--- config.mk ---
export PLATFORM = sky130hd
export DESIGN_NAME = smoothstep_fade_sequencer_core_flat
export DESIGN_NICKNAME = d
export VERILOG_FILES = /design/src/rtl/core/sfs_pkg.sv /design/src/rtl/core/sfs_if.sv /design/src/rtl/core/sfs_ucode_rom.sv /design/src/rtl/core/sfs_sequencer.sv /design/src/rtl/core/sfs_datapath.sv /design/src/rtl/core/smoothstep_fade_sequencer_core.sv /design/src/flat_wrapper.sv
export VERILOG_INCLUDE_DIRS = /design/src /design/src/rtl/core
export SDC_FILE = /design/constraint.sdc
export NUM_CORES = 2
export LEC_CHECK = 0
export BUFFER_PORTS_ARGS = -buffer_cell sky130_fd_sc_hd__buf_2
export CORE_UTILIZATION = 32
export CTS_CLUSTER_DIAMETER = 100
export CTS_CLUSTER_SIZE = 24
export DETAILED_ROUTE_END_ITERATION = 12
export SETUP_SLACK_MARGIN = 0.3
export SKIP_CTS_REPAIR_TIMING = 1
export SYNTH_ARGS = -nofsm -noshare
export SYNTH_HDL_FRONTEND = slang
export SYNTH_SLANG_ARGS = --single-unit
--- constraint.sdc ---
create_clock -name clk -period 16.5 [get_ports clk]
set_input_delay 1.65 -clock clk [delete_from_list [all_inputs] [get_ports clk]]
set_output_delay 1.65 -clock clk [all_outputs]
set_load 0.005 [all_outputs]
--- src/rtl/core/smoothstep_fade_sequencer_core_macros.svh ---
// Assertion macros shared by the fade sequencer RTL.
// Each macro expects signals named clk and arst_n in the including module.
`ifndef SMOOTHSTEP_FADE_SEQUENCER_CORE_MACROS_SVH
`define SMOOTHSTEP_FADE_SEQUENCER_CORE_MACROS_SVH

// Same-cycle implication, checked out of reset.
`define SFS_ASSERT_NOW(lbl, ante, cons, msg) \
	lbl: assert property (@(posedge clk) disable iff (!arst_n) (ante) |-> (cons)) \
		else $error(msg);

// Next-cycle implication, checked out of reset.
`define SFS_ASSERT_NEXT(lbl, ante, cons, msg) \
	lbl: assert property (@(posedge clk) disable iff (!arst_n) (ante) |=> (cons)) \
		else $error(msg);

`endif

--- src/rtl/core/sfs_pkg.sv ---
// Shared constants, control word types and the microcode table of the fade sequencer.
// No dependencies.
`timescale 1ns / 1ps

package sfs_pkg;

	// Time base and field widths.
	localparam int TIME_BITS = 16;
	localparam int LEN_W     = 16;
	localparam int ACT_W     = 2;
	localparam int PHASE_W   = 2;
	localparam int OPAC_W    = 16;
	localparam int CMP_W     = (TIME_BITS > LEN_W) ? TIME_BITS : LEN_W;
	localparam int SUM_W     = CMP_W + 1;

	// Divider and multiplier widths.
	localparam int DIV_STEPS = LEN_W;
	localparam int CNT_W     = $clog2(DIV_STEPS);
	localparam int W_W       = 18;
	localparam int PP_W      = LEN_W + W_W;
	localparam int PROD_W    = PP_W + LEN_W + 1;

	// Phase codes.
	localparam logic [PHASE_W-1:0] PH_IDLE = 2'd0;
	localparam logic [PHASE_W-1:0] PH_OUT  = 2'd1;
	localparam logic [PHASE_W-1:0] PH_IN   = 2'd2;

	// Action codes.
	localparam logic [ACT_W-1:0] ACT_TICK   = 2'd0;
	localparam logic [ACT_W-1:0] ACT_START  = 2'd1;
	localparam logic [ACT_W-1:0] ACT_CANCEL = 2'd2;

	// Datapath operations.
	localparam int OP_W = 4;
	localparam logic [OP_W-1:0] OP_NOP    = 4'd0;
	localparam logic [OP_W-1:0] OP_UPDATE = 4'd1;
	localparam logic [OP_W-1:0] OP_PREP   = 4'd2;
	localparam logic [OP_W-1:0] OP_DIV    = 4'd3;
	localparam logic [OP_W-1:0] OP_CVAL   = 4'd4;
	localparam logic [OP_W-1:0] OP_SQR    = 4'd5;
	localparam logic [OP_W-1:0] OP_MULH   = 4'd6;
	localparam logic [OP_W-1:0] OP_MULL   = 4'd7;
	localparam logic [OP_W-1:0] OP_FIN    = 4'd8;
	localparam logic [OP_W-1:0] OP_OUT    = 4'd9;

	// Branch conditions: when true the step counter loads the target, else it advances.
	localparam int COND_W = 3;
	localparam logic [COND_W-1:0] COND_NEVER    = 3'd0;
	localparam logic [COND_W-1:0] COND_ALWAYS   = 3'd1;
	localparam logic [COND_W-1:0] COND_NO_INPUT = 3'd2;
	localparam logic [COND_W-1:0] COND_SKIP_DIV = 3'd3;
	localparam logic [COND_W-1:0] COND_DIV_MORE = 3'd4;
	localparam logic [COND_W-1:0] COND_OUT_BUSY = 3'd5;

	// Program addresses.
	localparam int PC_W = 4;
	localparam logic [PC_W-1:0] PC_FETCH = 4'd0;
	localparam logic [PC_W-1:0] PC_PREP  = 4'd1;
	localparam logic [PC_W-1:0] PC_DIV   = 4'd2;
	localparam logic [PC_W-1:0] PC_CVAL  = 4'd3;
	localparam logic [PC_W-1:0] PC_SQR   = 4'd4;
	localparam logic [PC_W-1:0] PC_MULH  = 4'd5;
	localparam logic [PC_W-1:0] PC_MULL  = 4'd6;
	localparam logic [PC_W-1:0] PC_FIN   = 4'd7;
	localparam logic [PC_W-1:0] PC_OUT   = 4'd8;
	localparam logic [PC_W-1:0] PC_BACK  = 4'd9;

	typedef struct packed {
		logic                take_in;
		logic [OP_W-1:0]     op;
		logic [COND_W-1:0]   cond;
		logic [PC_W-1:0]     target;
	} sfs_cw_t;

	typedef struct packed {
		logic in_valid;
		logic skip_div;
		logic div_more;
		logic out_busy;
	} sfs_flags_t;

	function automatic sfs_cw_t sfs_cw(input logic take_in, input logic [OP_W-1:0] op,
		input logic [COND_W-1:0] cond, input logic [PC_W-1:0] target);
		sfs_cw_t w;
		w.take_in = take_in;
		w.op      = op;
		w.cond    = cond;
		w.target  = target;
		return w;
	endfunction

	// The microprogram.
	function automatic sfs_cw_t ucode(input logic [PC_W-1:0] pc);
		sfs_cw_t w;
		case (pc)
			PC_FETCH: w = sfs_cw(1'b1, OP_UPDATE, COND_NO_INPUT, PC_FETCH);
			PC_PREP:  w = sfs_cw(1'b0, OP_PREP,   COND_SKIP_DIV, PC_CVAL);
			PC_DIV:   w = sfs_cw(1'b0, OP_DIV,    COND_DIV_MORE, PC_DIV);
			PC_CVAL:  w = sfs_cw(1'b0, OP_CVAL,   COND_NEVER,    PC_FETCH);
			PC_SQR:   w = sfs_cw(1'b0, OP_SQR,    COND_NEVER,    PC_FETCH);
			PC_MULH:  w = sfs_cw(1'b0, OP_MULH,   COND_NEVER,    PC_FETCH);
			PC_MULL:  w = sfs_cw(1'b0, OP_MULL,   COND_NEVER,    PC_FETCH);
			PC_FIN:   w = sfs_cw(1'b0, OP_FIN,    COND_NEVER,    PC_FETCH);
			PC_OUT:   w = sfs_cw(1'b0, OP_OUT,    COND_OUT_BUSY, PC_OUT);
			PC_BACK:  w = sfs_cw(1'b0, OP_NOP,    COND_ALWAYS,   PC_FETCH);
			default:  w = sfs_cw(1'b0, OP_NOP,    COND_ALWAYS,   PC_FETCH);
		endcase
		return w;
	endfunction

endpackage

--- src/rtl/core/sfs_if.sv ---
// Valid/ready channel interfaces for the fade sequencer request and response streams.
// Depends on sfs_pkg for field widths.
`timescale 1ns / 1ps

interface sfs_req_if;
	import sfs_pkg::*;
	logic              valid;
	logic              ready;
	logic [ACT_W-1:0]  action;
	logic [LEN_W-1:0]  delta_ticks;
	logic [LEN_W-1:0]  fade_out_ticks;
	logic [LEN_W-1:0]  fade_in_ticks;

	modport source (output valid, action, delta_ticks, fade_out_ticks, fade_in_ticks,
		input ready);
	modport sink (input valid, action, delta_ticks, fade_out_ticks, fade_in_ticks,
		output ready);
endinterface

interface sfs_rsp_if;
	import sfs_pkg::*;
	logic               valid;
	logic               ready;
	logic               accepted;
	logic [PHASE_W-1:0] phase_now;
	logic               midpoint;
	logic [OPAC_W-1:0]  opacity;

	modport source (output valid, accepted, phase_now, midpoint, opacity, input ready);
	modport sink (input valid, accepted, phase_now, midpoint, opacity, output ready);
endinterface

--- src/rtl/core/sfs_ucode_rom.sv ---
// Read-only store of the sequencer microprogram, one control word per step.
// Depends on sfs_pkg for the table and the control word type.
`timescale 1ns / 1ps

module sfs_ucode_rom (
	input  logic [sfs_pkg::PC_W-1:0] pc,
	output sfs_pkg::sfs_cw_t         cw
);
	import sfs_pkg::*;

	assign cw = ucode(pc);

endmodule

--- src/rtl/core/sfs_sequencer.sv ---
// Step counter and branch unit that walks the microprogram.
// Depends on sfs_pkg and sfs_ucode_rom.
`timescale 1ns / 1ps

module sfs_sequencer (
	input  logic                clk,
	input  logic                arst_n,
	input  sfs_pkg::sfs_flags_t flags,
	output sfs_pkg::sfs_cw_t    cw
);
	import sfs_pkg::*;

	logic [PC_W-1:0] pc_q;
	logic [PC_W-1:0] pc_d;
	logic            take_branch;

	sfs_ucode_rom u_rom (
		.pc (pc_q),
		.cw (cw)
	);

	always_comb begin
		case (cw.cond)
			COND_NEVER:    take_branch = 1'b0;
			COND_ALWAYS:   take_branch = 1'b1;
			COND_NO_INPUT: take_branch = !flags.in_valid;
			COND_SKIP_DIV: take_branch = flags.skip_div;
			COND_DIV_MORE: take_branch = flags.div_more;
			COND_OUT_BUSY: take_branch = flags.out_busy;
			default:       take_branch = 1'b1;
		endcase
		pc_d = take_branch ? cw.target : pc_q + PC_W'(1);
	end

	always_ff @(posedge clk or negedge arst_n) begin
		if (!arst_n) begin
			pc_q <= PC_FETCH;
		end else begin
			pc_q <= pc_d;
		end
	end

endmodule

--- src/rtl/core/sfs_datapath.sv ---
// Fade state registers, bit-serial progress divider, opacity multiplier and result register.
// Depends on sfs_pkg, the channel interfaces and the assertion macro header.
`timescale 1ns / 1ps
`include "smoothstep_fade_sequencer_core_macros.svh"

module sfs_datapath (
	input  logic                clk,
	input  logic                arst_n,
	input  sfs_pkg::sfs_cw_t    cw,
	output sfs_pkg::sfs_flags_t flags,
	sfs_req_if.sink             req,
	sfs_rsp_if.source           rsp
);
	import sfs_pkg::*;

	localparam logic [LEN_W:0]   ONE_Q16   = 17'h10000;
	localparam logic [W_W-1:0]   THREE_Q16 = 18'd196608;
	localparam logic [TIME_BITS-1:0] EL_MAX = {TIME_BITS{1'b1}};

	// Fade state.
	logic [PHASE_W-1:0]   phase_q, phase_d;
	logic [TIME_BITS-1:0] elapsed_q, elapsed_d;
	logic [LEN_W-1:0]     out_len_q, out_len_d;
	logic [LEN_W-1:0]     in_len_q, in_len_d;
	logic                 acc_q, acc_d;
	logic                 mid_q, mid_d;
	logic                 accept;

	// Tick arithmetic.
	logic [SUM_W-1:0]     sum_w;
	logic [TIME_BITS-1:0] tick_el;

	// Progress.
	logic [LEN_W-1:0]     sel_len;
	logic                 full;
	logic                 full_q;
	logic [LEN_W-1:0]     r_q;
	logic [LEN_W-1:0]     q_q;
	logic [CNT_W-1:0]     cnt_q;
	logic [LEN_W:0]       r2;
	logic [LEN_W:0]       r_diff;
	logic                 r_ge;

	// Opacity.
	logic [LEN_W:0]       a17;
	logic [LEN_W:0]       v17;
	logic [LEN_W-1:0]     v_q;
	logic                 vfull_q;
	logic [2*LEN_W-1:0]   vv_q;
	logic [W_W-1:0]       w_q;
	logic [PP_W-1:0]      ph_q;
	logic [PP_W-1:0]      pl_q;
	logic [PROD_W-1:0]    prod;
	logic [PROD_W-33:0]   scaled;
	logic [OPAC_W-1:0]    opac_q;

	// Result register.
	logic                 out_valid_q;
	logic                 out_busy;
	logic                 out_load;
	logic                 o_acc_q;
	logic [PHASE_W-1:0]   o_phase_q;
	logic                 o_mid_q;
	logic [OPAC_W-1:0]    o_opac_q;

	assign req.ready = cw.take_in;
	assign accept    = req.valid && req.ready;

	assign sum_w   = SUM_W'(elapsed_q) + SUM_W'(req.delta_ticks);
	assign tick_el = (sum_w > SUM_W'(EL_MAX)) ? EL_MAX : sum_w[TIME_BITS-1:0];

	always_comb begin
		phase_d   = phase_q;
		elapsed_d = elapsed_q;
		out_len_d = out_len_q;
		in_len_d  = in_len_q;
		acc_d     = 1'b0;
		mid_d     = 1'b0;
		case (req.action)
			ACT_START: begin
				if (phase_q == PH_IDLE) begin
					out_len_d = (req.fade_out_ticks == '0) ? LEN_W'(1) : req.fade_out_ticks;
					in_len_d  = (req.fade_in_ticks == '0) ? LEN_W'(1) : req.fade_in_ticks;
					elapsed_d = '0;
					phase_d   = PH_OUT;
					acc_d     = 1'b1;
				end
			end
			ACT_CANCEL: begin
				phase_d   = PH_IDLE;
				elapsed_d = '0;
			end
			ACT_TICK: begin
				if (phase_q != PH_IDLE) begin
					elapsed_d = tick_el;
					if (phase_q == PH_OUT) begin
						if (CMP_W'(tick_el) >= CMP_W'(out_len_q)) begin
							phase_d   = PH_IN;
							elapsed_d = '0;
							mid_d     = 1'b1;
						end
					end else if (CMP_W'(tick_el) >= CMP_W'(in_len_q)) begin
						phase_d   = PH_IDLE;
						elapsed_d = '0;
					end
				end
			end
			default: begin
			end
		endcase
	end

	always_ff @(posedge clk or negedge arst_n) begin
		if (!arst_n) begin
			phase_q   <= PH_IDLE;
			elapsed_q <= '0;
			out_len_q <= LEN_W'(1);
			in_len_q  <= LEN_W'(1);
		end else if (cw.op == OP_UPDATE && accept) begin
			phase_q   <= phase_d;
			elapsed_q <= elapsed_d;
			out_len_q <= out_len_d;
			in_len_q  <= in_len_d;
		end
	end

	// Progress = elapsed * 2^16 / length, one quotient bit per step.
	assign sel_len = (phase_q == PH_IN) ? in_len_q : out_len_q;
	assign full    = CMP_W'(elapsed_q) >= CMP_W'(sel_len);
	assign r2      = {r_q, 1'b0};
	assign r_diff  = r2 - (LEN_W + 1)'(sel_len);
	assign r_ge    = r2 >= (LEN_W + 1)'(sel_len);

	assign a17 = full_q ? ONE_Q16 : (LEN_W + 1)'(q_q);

	always_comb begin
		case (phase_q)
			PH_OUT:  v17 = a17;
			PH_IN:   v17 = ONE_Q16 - a17;
			default: v17 = '0;
		endcase
	end

	assign prod   = PROD_W'({ph_q, {LEN_W{1'b0}}}) + PROD_W'(pl_q);
	assign scaled = prod[PROD_W-1:32];

	assign out_busy = out_valid_q && !rsp.ready;
	assign out_load = (cw.op == OP_OUT) && !out_busy;

	always_ff @(posedge clk) begin
		case (cw.op)
			OP_UPDATE: begin
				if (accept) begin
					acc_q <= acc_d;
					mid_q <= mid_d;
				end
			end
			OP_PREP: begin
				r_q    <= LEN_W'(elapsed_q);
				q_q    <= '0;
				cnt_q  <= '0;
				full_q <= full;
			end
			OP_DIV: begin
				r_q   <= r_ge ? r_diff[LEN_W-1:0] : r2[LEN_W-1:0];
				q_q   <= {q_q[LEN_W-2:0], r_ge};
				cnt_q <= cnt_q + CNT_W'(1);
			end
			OP_CVAL: begin
				v_q     <= v17[LEN_W-1:0];
				vfull_q <= v17[LEN_W];
			end
			OP_SQR: begin
				vv_q <= (2 * LEN_W)'(v_q) * (2 * LEN_W)'(v_q);
				w_q  <= THREE_Q16 - W_W'({v_q, 1'b0});
			end
			OP_MULH: ph_q <= PP_W'(vv_q[2*LEN_W-1:LEN_W]) * PP_W'(w_q);
			OP_MULL: pl_q <= PP_W'(vv_q[LEN_W-1:0]) * PP_W'(w_q);
			OP_FIN: begin
				if (vfull_q || (scaled > (PROD_W - 32)'(16'hFFFF))) begin
					opac_q <= '1;
				end else begin
					opac_q <= scaled[OPAC_W-1:0];
				end
			end
			default: begin
			end
		endcase
	end

	always_ff @(posedge clk or negedge arst_n) begin
		if (!arst_n) begin
			out_valid_q <= 1'b0;
		end else if (out_load) begin
			out_valid_q <= 1'b1;
		end else if (rsp.ready) begin
			out_valid_q <= 1'b0;
		end
	end

	always_ff @(posedge clk) begin
		if (out_load) begin
			o_acc_q   <= acc_q;
			o_phase_q <= phase_q;
			o_mid_q   <= mid_q;
			o_opac_q  <= opac_q;
		end
	end

	assign rsp.valid     = out_valid_q;
	assign rsp.accepted  = o_acc_q;
	assign rsp.phase_now = o_phase_q;
	assign rsp.midpoint  = o_mid_q;
	assign rsp.opacity   = o_opac_q;

	assign flags.in_valid = req.valid;
	assign flags.skip_div = (phase_q == PH_IDLE) || full;
	assign flags.div_more = cnt_q != CNT_W'(DIV_STEPS - 1);
	assign flags.out_busy = out_busy;

	`SFS_ASSERT_NOW(a_idle_clears_time, phase_q == PH_IDLE, elapsed_q == '0,
		"elapsed time not cleared while idle")
	`SFS_ASSERT_NOW(a_div_remainder, cw.op == OP_DIV, r_q < sel_len,
		"divider remainder not below the fade length")
	`SFS_ASSERT_NOW(a_mid_enters_fade_in, out_load && mid_q, phase_q == PH_IN,
		"midpoint reported without entering fade-in")
	`SFS_ASSERT_NOW(a_start_enters_fade_out, out_load && acc_q, phase_q == PH_OUT,
		"start taken without entering fade-out")
	`SFS_ASSERT_NEXT(a_load_shows_result, out_load, out_valid_q,
		"result register loaded but not presented")

endmodule

--- src/rtl/core/smoothstep_fade_sequencer_core.sv ---
// Smoothstep fade sequencer core: idle, fade-out and fade-in phases with smoothstep opacity.
// Requests are taken one at a time: the next is accepted only after the previous result
// has been loaded into the result register. The 16-step bit-serial progress divider in
// the datapath is skipped when the phase is idle or the fade is done.
// Reset (arst_n low, asynchronous): idle phase, zero elapsed time, both lengths one, no result.
`timescale 1ns / 1ps

module smoothstep_fade_sequencer_core (
	input  logic      clk,
	input  logic      arst_n,
	sfs_req_if.sink   req,
	sfs_rsp_if.source rsp
);
	import sfs_pkg::*;

	// The sequencer walks a ten-step microprogram. Step zero waits for a request
	// transfer and applies the phase update (start, cancel or tick with a saturating
	// add of the delta). Step one prepares the progress division; when the phase is
	// idle or the elapsed time has reached the fade length, it branches past the
	// divider, since the progress is then known without dividing.
	sfs_cw_t    cw;
	sfs_flags_t flags;

	sfs_sequencer u_seq (
		.clk    (clk),
		.arst_n (arst_n),
		.flags  (flags),
		.cw     (cw)
	);

	// The datapath shares one restoring divider step for the progress, then forms
	// the cover value, squares it and scales it by 3 - 2v in two 16 by 18 bit
	// partial products before the saturating final sum. The result register lets
	// the next request transfer while a finished result still waits on the sink.
	sfs_datapath u_dp (
		.clk    (clk),
		.arst_n (arst_n),
		.cw     (cw),
		.flags  (flags),
		.req    (req),
		.rsp    (rsp)
	);

endmodule

--- src/flat_wrapper.sv ---
// flat-port wrapper written by rule: the top's interface ports become plain ports
module smoothstep_fade_sequencer_core_flat import sfs_pkg::*;
  (clk, arst_n, req_valid, req_action, req_delta_ticks, req_fade_out_ticks, req_fade_in_ticks, req_ready, rsp_valid, rsp_accepted, rsp_phase_now, rsp_midpoint, rsp_opacity, rsp_ready);
  sfs_req_if req_i ();
  sfs_rsp_if rsp_i ();
  input  logic clk;
  input  logic arst_n;
  input wire logic [$bits(req_i.valid)-1:0] req_valid;
  input wire logic [$bits(req_i.action)-1:0] req_action;
  input wire logic [$bits(req_i.delta_ticks)-1:0] req_delta_ticks;
  input wire logic [$bits(req_i.fade_out_ticks)-1:0] req_fade_out_ticks;
  input wire logic [$bits(req_i.fade_in_ticks)-1:0] req_fade_in_ticks;
  output wire logic [$bits(req_i.ready)-1:0] req_ready;
  output wire logic [$bits(rsp_i.valid)-1:0] rsp_valid;
  output wire logic [$bits(rsp_i.accepted)-1:0] rsp_accepted;
  output wire logic [$bits(rsp_i.phase_now)-1:0] rsp_phase_now;
  output wire logic [$bits(rsp_i.midpoint)-1:0] rsp_midpoint;
  output wire logic [$bits(rsp_i.opacity)-1:0] rsp_opacity;
  input wire logic [$bits(rsp_i.ready)-1:0] rsp_ready;
  assign req_i.valid = req_valid;
  assign req_i.action = req_action;
  assign req_i.delta_ticks = req_delta_ticks;
  assign req_i.fade_out_ticks = req_fade_out_ticks;
  assign req_i.fade_in_ticks = req_fade_in_ticks;
  assign req_ready = req_i.ready;
  assign rsp_valid = rsp_i.valid;
  assign rsp_accepted = rsp_i.accepted;
  assign rsp_phase_now = rsp_i.phase_now;
  assign rsp_midpoint = rsp_i.midpoint;
  assign rsp_opacity = rsp_i.opacity;
  assign rsp_i.ready = rsp_ready;
  smoothstep_fade_sequencer_core u_core (.clk(clk), .arst_n(arst_n), .req(req_i), .rsp(rsp_i));
endmodule
### Yosys cells after proc, flatten, opt, wreduce, memory -nomap -nowiden

Memories as Yosys holds them, arrays and structs flattened.
Cells that the tools add are included.

| cells by class | value |
|---|---|
| add/subtract/negate cells | 7 |
| multiply operators | 3 |
| order comparisons | 6 |
| eq/ne operators | 22 |
| multiplexer cells | 28 |
| reductions and logical operators | 23 |

Operators with widths:

| operator | number |
|---|---|
| $mux W16 | 10 |
| $mul A16 B18 Y34 | 2 |
| $pmux W16 S2 | 2 |
| $add A50 B34 Y51 | 1 |
| $ge A16 B16 Y1 | 3 |
| $pmux W16 S3 | 1 |
| $pmux W17 S2 | 1 |
| $logic_not A16 Y1 | 2 |
| $mul A16 B16 Y32 | 1 |
| $gt A19 B16 Y1 const B | 1 |
| $sub A18 B17 Y18 const A | 1 |
| $add A16 B16 Y17 | 1 |
| $ge A17 B16 Y1 | 1 |
| $gt A17 B16 Y1 const B | 1 |
| $mux W17 | 1 |
| $sub A17 B17 Y17 const A | 1 |
| $eq A4 B3 Y1 const B | 4 |
| $sub A16 B16 Y16 | 1 |
| $mux W2 | 5 |
| $add A4 B1 Y4 const B | 2 |
| $eq A4 B2 Y1 const B | 2 |
| $eq A4 B4 Y1 const B | 2 |
| $pmux W4 S2 | 1 |
| $eq A3 B2 Y1 const B | 2 |
| 22 further kinds | 40 |

| word-level totals | value |
|---|---|
| bits in registers | 265 |
| ROM bits | 176 |
| bits of input ports | 54 |
| output and inout bits | 22 |
| word-level logic and storage cells | 113 |
| memories kept | 1 |

Memory list:

| memory | depth | bits a word | rd ports | clocked after Yosys merged registers in | write ports | RTL line | RTL |
|---|---|---|---|---|---|---|---|
| (no name shown) | 16 | 11 | 1 | 0 | 0 | sfs_pkg.sv:95 | `case (pc)` |

### Logic depth before layout (Yosys ltp)

| depth | value |
|---|---|
| depth after elaboration | 8 |
| depth in mapped cells | 26 |
| mapped depth without buffers | 24 |

### By module

From an unflattened synthesis, not the netlist that was laid out.

| unflattened totals | value |
|---|---|
| cell total of the unflattened synthesis | 3895 |
| area total of the unflattened synthesis | 37383.4 sq um |

Modules (own cells, without submodules):

| module | instances | cells an instance | area each (sq um) | seq. area each (sq um) |
|---|---|---|---|---|
| sfs_datapath | 1 | 3847 | 36927.9 | 6954.2 |
| sfs_sequencer | 1 | 20 | 232.7 | 100.1 |
| sfs_ucode_rom | 1 | 28 | 222.7 | 0.0 |

### Worst setup path before layout

OpenSTA, ideal clock, no wires.

| path | value |
|---|---|
| kind | flip-flop to flip-flop |
| start point | register u_core.u_dp.vv_q[22] |
| end point | register u_core.u_dp.ph_q[33], data pin |
| setup time | 0.266 ns |
| arrival time | 6.194 ns |
| path slack | 10.040 ns |
| stages on the path, launching flop included | 22 |
| buffers on the path | 2 |
| path through | edfxtp_1 -> clkbuf_1 -> clkbuf_1 -> nand2_1 -> fa_1 -> inv_1 -> fa_1 -> inv_1 -> fa_1 -> fa_1 -> inv_1 -> fa_1 -> fa_1 -> ha_1 -> and3_1 -> nand2_1 -> o31a_1 -> o41ai_4 -> a211oi_2 -> o41ai_4 -> and4_1 -> nor3_2 |

| between the ends | value |
|---|---|
| word-level cells in the longest chain between the ends | 1 |

RTL lines:

| what | RTL line | RTL |
|---|---|---|
| start: declaration | sfs_datapath.sv:49 | `logic [2*LEN_W-1:0] vv_q;` |
| start signal: assignment | sfs_datapath.sv:174 | `vv_q <= (2 * LEN_W)'(v_q) * (2 * LEN_W)'(v_q);` |
| $mul A16 B18 Y34 | sfs_datapath.sv:177 | `OP_MULH: ph_q <= PP_W'(vv_q[2*LEN_W-1:LEN_W]) * PP_W'(w_q);` |
| end signal: assignment | sfs_datapath.sv:177 |  |
| end: declaration | sfs_datapath.sv:51 | `logic [PP_W-1:0] ph_q;` |

Every way passes these cells.
A chain may end at the register's enable or synchronous reset.

### Worst setup path in the final report

| path | value |
|---|---|
| start point | register u_core.u_dp.w_q[11] |
| end point | register u_core.u_dp.ph_q[32], data pin |

| between the ends | value |
|---|---|
| word-level cells in the longest chain between the ends | 1 |

RTL lines:

| what | RTL line | RTL |
|---|---|---|
| start: declaration | sfs_datapath.sv:50 | `logic [W_W-1:0] w_q;` |
| start signal: assignment | sfs_datapath.sv:175 | `w_q <= THREE_Q16 - W_W'({v_q, 1'b0});` |
| $mul A16 B18 Y34 | sfs_datapath.sv:177 |  |

Every way passes these cells.

==> results.ini <==
[outcome]
outcome=complete, no violations

[sta]
post-route-period-util_pct=43.6
hold_violations=0
max_slew_margin_pct=23.5
clock_skew_ps=44.3
finalWorstSetupSlack_ps=9300
max_freq_mhz=139
maxSlewViolCount=0
setup_viol=0
fin_crit_ps=7200
tightestPinTransition_ps=1150
fin_tns_setup_ps=0
rsz0062_at_grt=no

[worst_setup_path]
cp.arrival_ps=7510
cp_max_fo=18
worstReg2RegEnd=u_core.u_dp.ph_q[32]$_DFFE_PN_
ff2ff_setup_slack_ps=9300
r2r_start=u_core.u_dp.w_q[11]$_DFFE_PN_
crit_path_end_kind=register
crit_type=register to register
worstPathRequired_ps=16810
cp-start-kind=register
reg2regPathDepth=22

[synth]
synthTopCellsByArea=fa_1, edfxtp_1, ha_1, inv_1, nand2_1
async_flop_share_pct=22.5
synth.most_common_cell=inv_1
synth_top_area_cell=fa_1
yosysSeqAreaShare_pct=19.0
synth_cell_types=84
synth_top_area_share_pct=30.5
syn-cell-area_sq_um=37100
syn_nets=4984
synth-seq-cells=244
synthTopCellsByCount=inv_1, fa_1, nand2_1
yosysWarnings=0
ys.flop_type=edfxtp_1
avgSynthCellArea_sq_um=9.43
synth_cells=3937
synth_edf_count=189

[cts]
worstSkewPairLatency_ps=550
numCtsBuffers=15
h-tree-depth=1
clk_pin_slew_ps=100
root_buffer=clkbuf_16
cts.sinks=244
cts_max_path_buffers=3
cts_tree=done

[layout]
nNetsFinal=4961
biggestRegsByFlops=u_core.u_dp.ph_q x33, u_core.u_dp.vv_q x31, u_core.u_dp.pl_q x17
fillers=11500
top_register=u_core.u_dp.ph_q
drive_gt1_share_pct=4.36
largest_reg_flops=33
synthToLayoutAreaGrowth_pct=6.50
stdcell_count=5434
regArea_sq_um=7050
multi_input_area_sq_um=26500
n_antenna_cell=0

[worst_hold_path]
worstHoldEndpoint=u_core.u_dp.rsp.opacity[2]$_DFFE_PP_
hold_path_class=register to register
hold_path_depth=0
holdCritStartpoint=u_core.u_dp.opac_q[2]$_SDFFCE_PP1N_

[global_route]
grt_pass1_vias=26900
track_usage_pct=14.9
antenna_found_initial=0
grt_pass1_wl_um=141000
grt_max_degree=66
overflow=0

[routing]
route.detailed.drc=0
drt-pass1-iter-count=5
num_vias=26000
via_per_inst=4.78
wirelength_um=85700
postRouteAntennaNets=0
wl_per_cell_um=15.8
drtIter0Drc=1307

[placed_design]
gp_congestion=0.846
dp_slack_ps=9370
place_hpwl_um=67400
portBuffers=75
dp_cells=5409

[floorplanning]
die_w_um=343
core_sq_um=115000
die_y_um=343
die-area_sq_um=117000
ioPinCount=76
floorplan.initialDensity_pct=32.4
rows=124

[job]
maxCapViolations=0

how the worst max path moves through the flow:
stage,start,to,slack (ps)
2_1_floorplan,u_core.u_dp.vv_q[22]$_DFFE_PN_,u_core.u_dp.ph_q[33]$_DFFE_PN_,10040
3_3_place_gp,u_core.u_dp.w_q[11]$_DFFE_PN_,u_core.u_dp.ph_q[33]$_DFFE_PN_,9460
3_5_place_dp,u_core.u_dp.w_q[11]$_DFFE_PN_,u_core.u_dp.ph_q[33]$_DFFE_PN_,9370
4_1_cts,u_core.u_dp.w_q[11]$_DFFE_PN_,u_core.u_dp.pl_q[31]$_DFFE_PN_,9320
5_1_grt,u_core.u_dp.w_q[11]$_DFFE_PN_,u_core.u_dp.ph_q[33]$_DFFE_PN_,8930
6_report,u_core.u_dp.w_q[11]$_DFFE_PN_,u_core.u_dp.ph_q[32]$_DFFE_PN_,9300
placed cells by master, fill, tap and decap left out, types with 9 or more instances in the layout:
cell       Yosys  layout
xnor2_1       91      91
ha_1         428     428
and2_1       279     278
o21bai_1      13      13
nand3_1       34      34
a22oi_1       17      17
nor3_1        40      39
nor2_1       126     125
o211ai_1       9       9
a21o_1        57      57
a31oi_1       12      12
mux2i_1       32      32
xor2_1        37      37
o21a_1        21      21
clkbuf_16      0      15
buf_2          1      75
o21ai_1       11      11
nor4_1        17      17
nand4_1       16      16
edfxtp_1     189     189
nand2_1      536     536
nand2b_1      19      19
a21oi_1      101     101
fa_1         565     565
inv_1        791     791
dfrtp_1       53      53
nor2b_1       32      32
o21ai_0      121     121
buf_4          1      41
and3_1        15      15
stage by stage:
step | cell area, sq um | hold slack, ps | utilization [%]
after global routing | 39600 | 434 | 34.5
after detailed placement | 39100 | 405 | 34.1
after global placement | 39100 | 402 | 34.1
after floorplan | 37100 | 400 | -
after CTS | 39600 | 426 | 34.5
final | 39600 | 426 | 34.5
cells by family after synthesis:
logic type / after synthesis / synth area share [%]
AND/OR/NAND/NOR: 1142 / 14.6
adder cells (fa/ha/maj): 993 / 44.9
flip-flops: 244 / 19.0
multiplexers: 35 / 0.953
XOR/XNOR: 128 / 3.02
buffers and inverters: 952 / 9.72
AO/OA/AOI/OAI: 443 / 7.81
critical path, stage by stage, from the launching register on:
cell,delay (ps)
edfxtp_1,900
buf_4,360
nand2_1,110
fa_1,560
inv_1,50
fa_1,480
inv_1,60
fa_1,490
inv_1,50
fa_1,470
inv_1,50
fa_1,530
inv_1,50
fa_1,470
ha_1,370
a21o_1,150
a21oi_1,80
a2111oi_0,720
a21oi_1,280
o21ai_0,340
a31o_2,210
a21oi_1,70
xnor2_1,120
layout make-up:
cell class / count / share of cell area [%]
clock buffer: 19 / 0.987
clock inverter: 6 / 0.161
inverter: 796 / 7.55
multi-input combinational: 2741 / 67.0
sequential: 244 / 17.8
tap: 1512 / 4.78
timing repair buffer: 116 / 1.73
routing by layer:
metal  up-vias  global-route usage [%]  part of all wire (%)  wire (um)
li1      12300                       -                     -          -
met1     13000                    20.3                    45      38700
met2       510                    25.5                    48      41600
met3        90                    1.40                   4.2       3630
met4         0                    3.27                   2.2       1850
met5         -                       0                     0          0
Power is not shown: default switching activity piles up to over one toggle a cycle in this logic, so the estimate is an artifact.
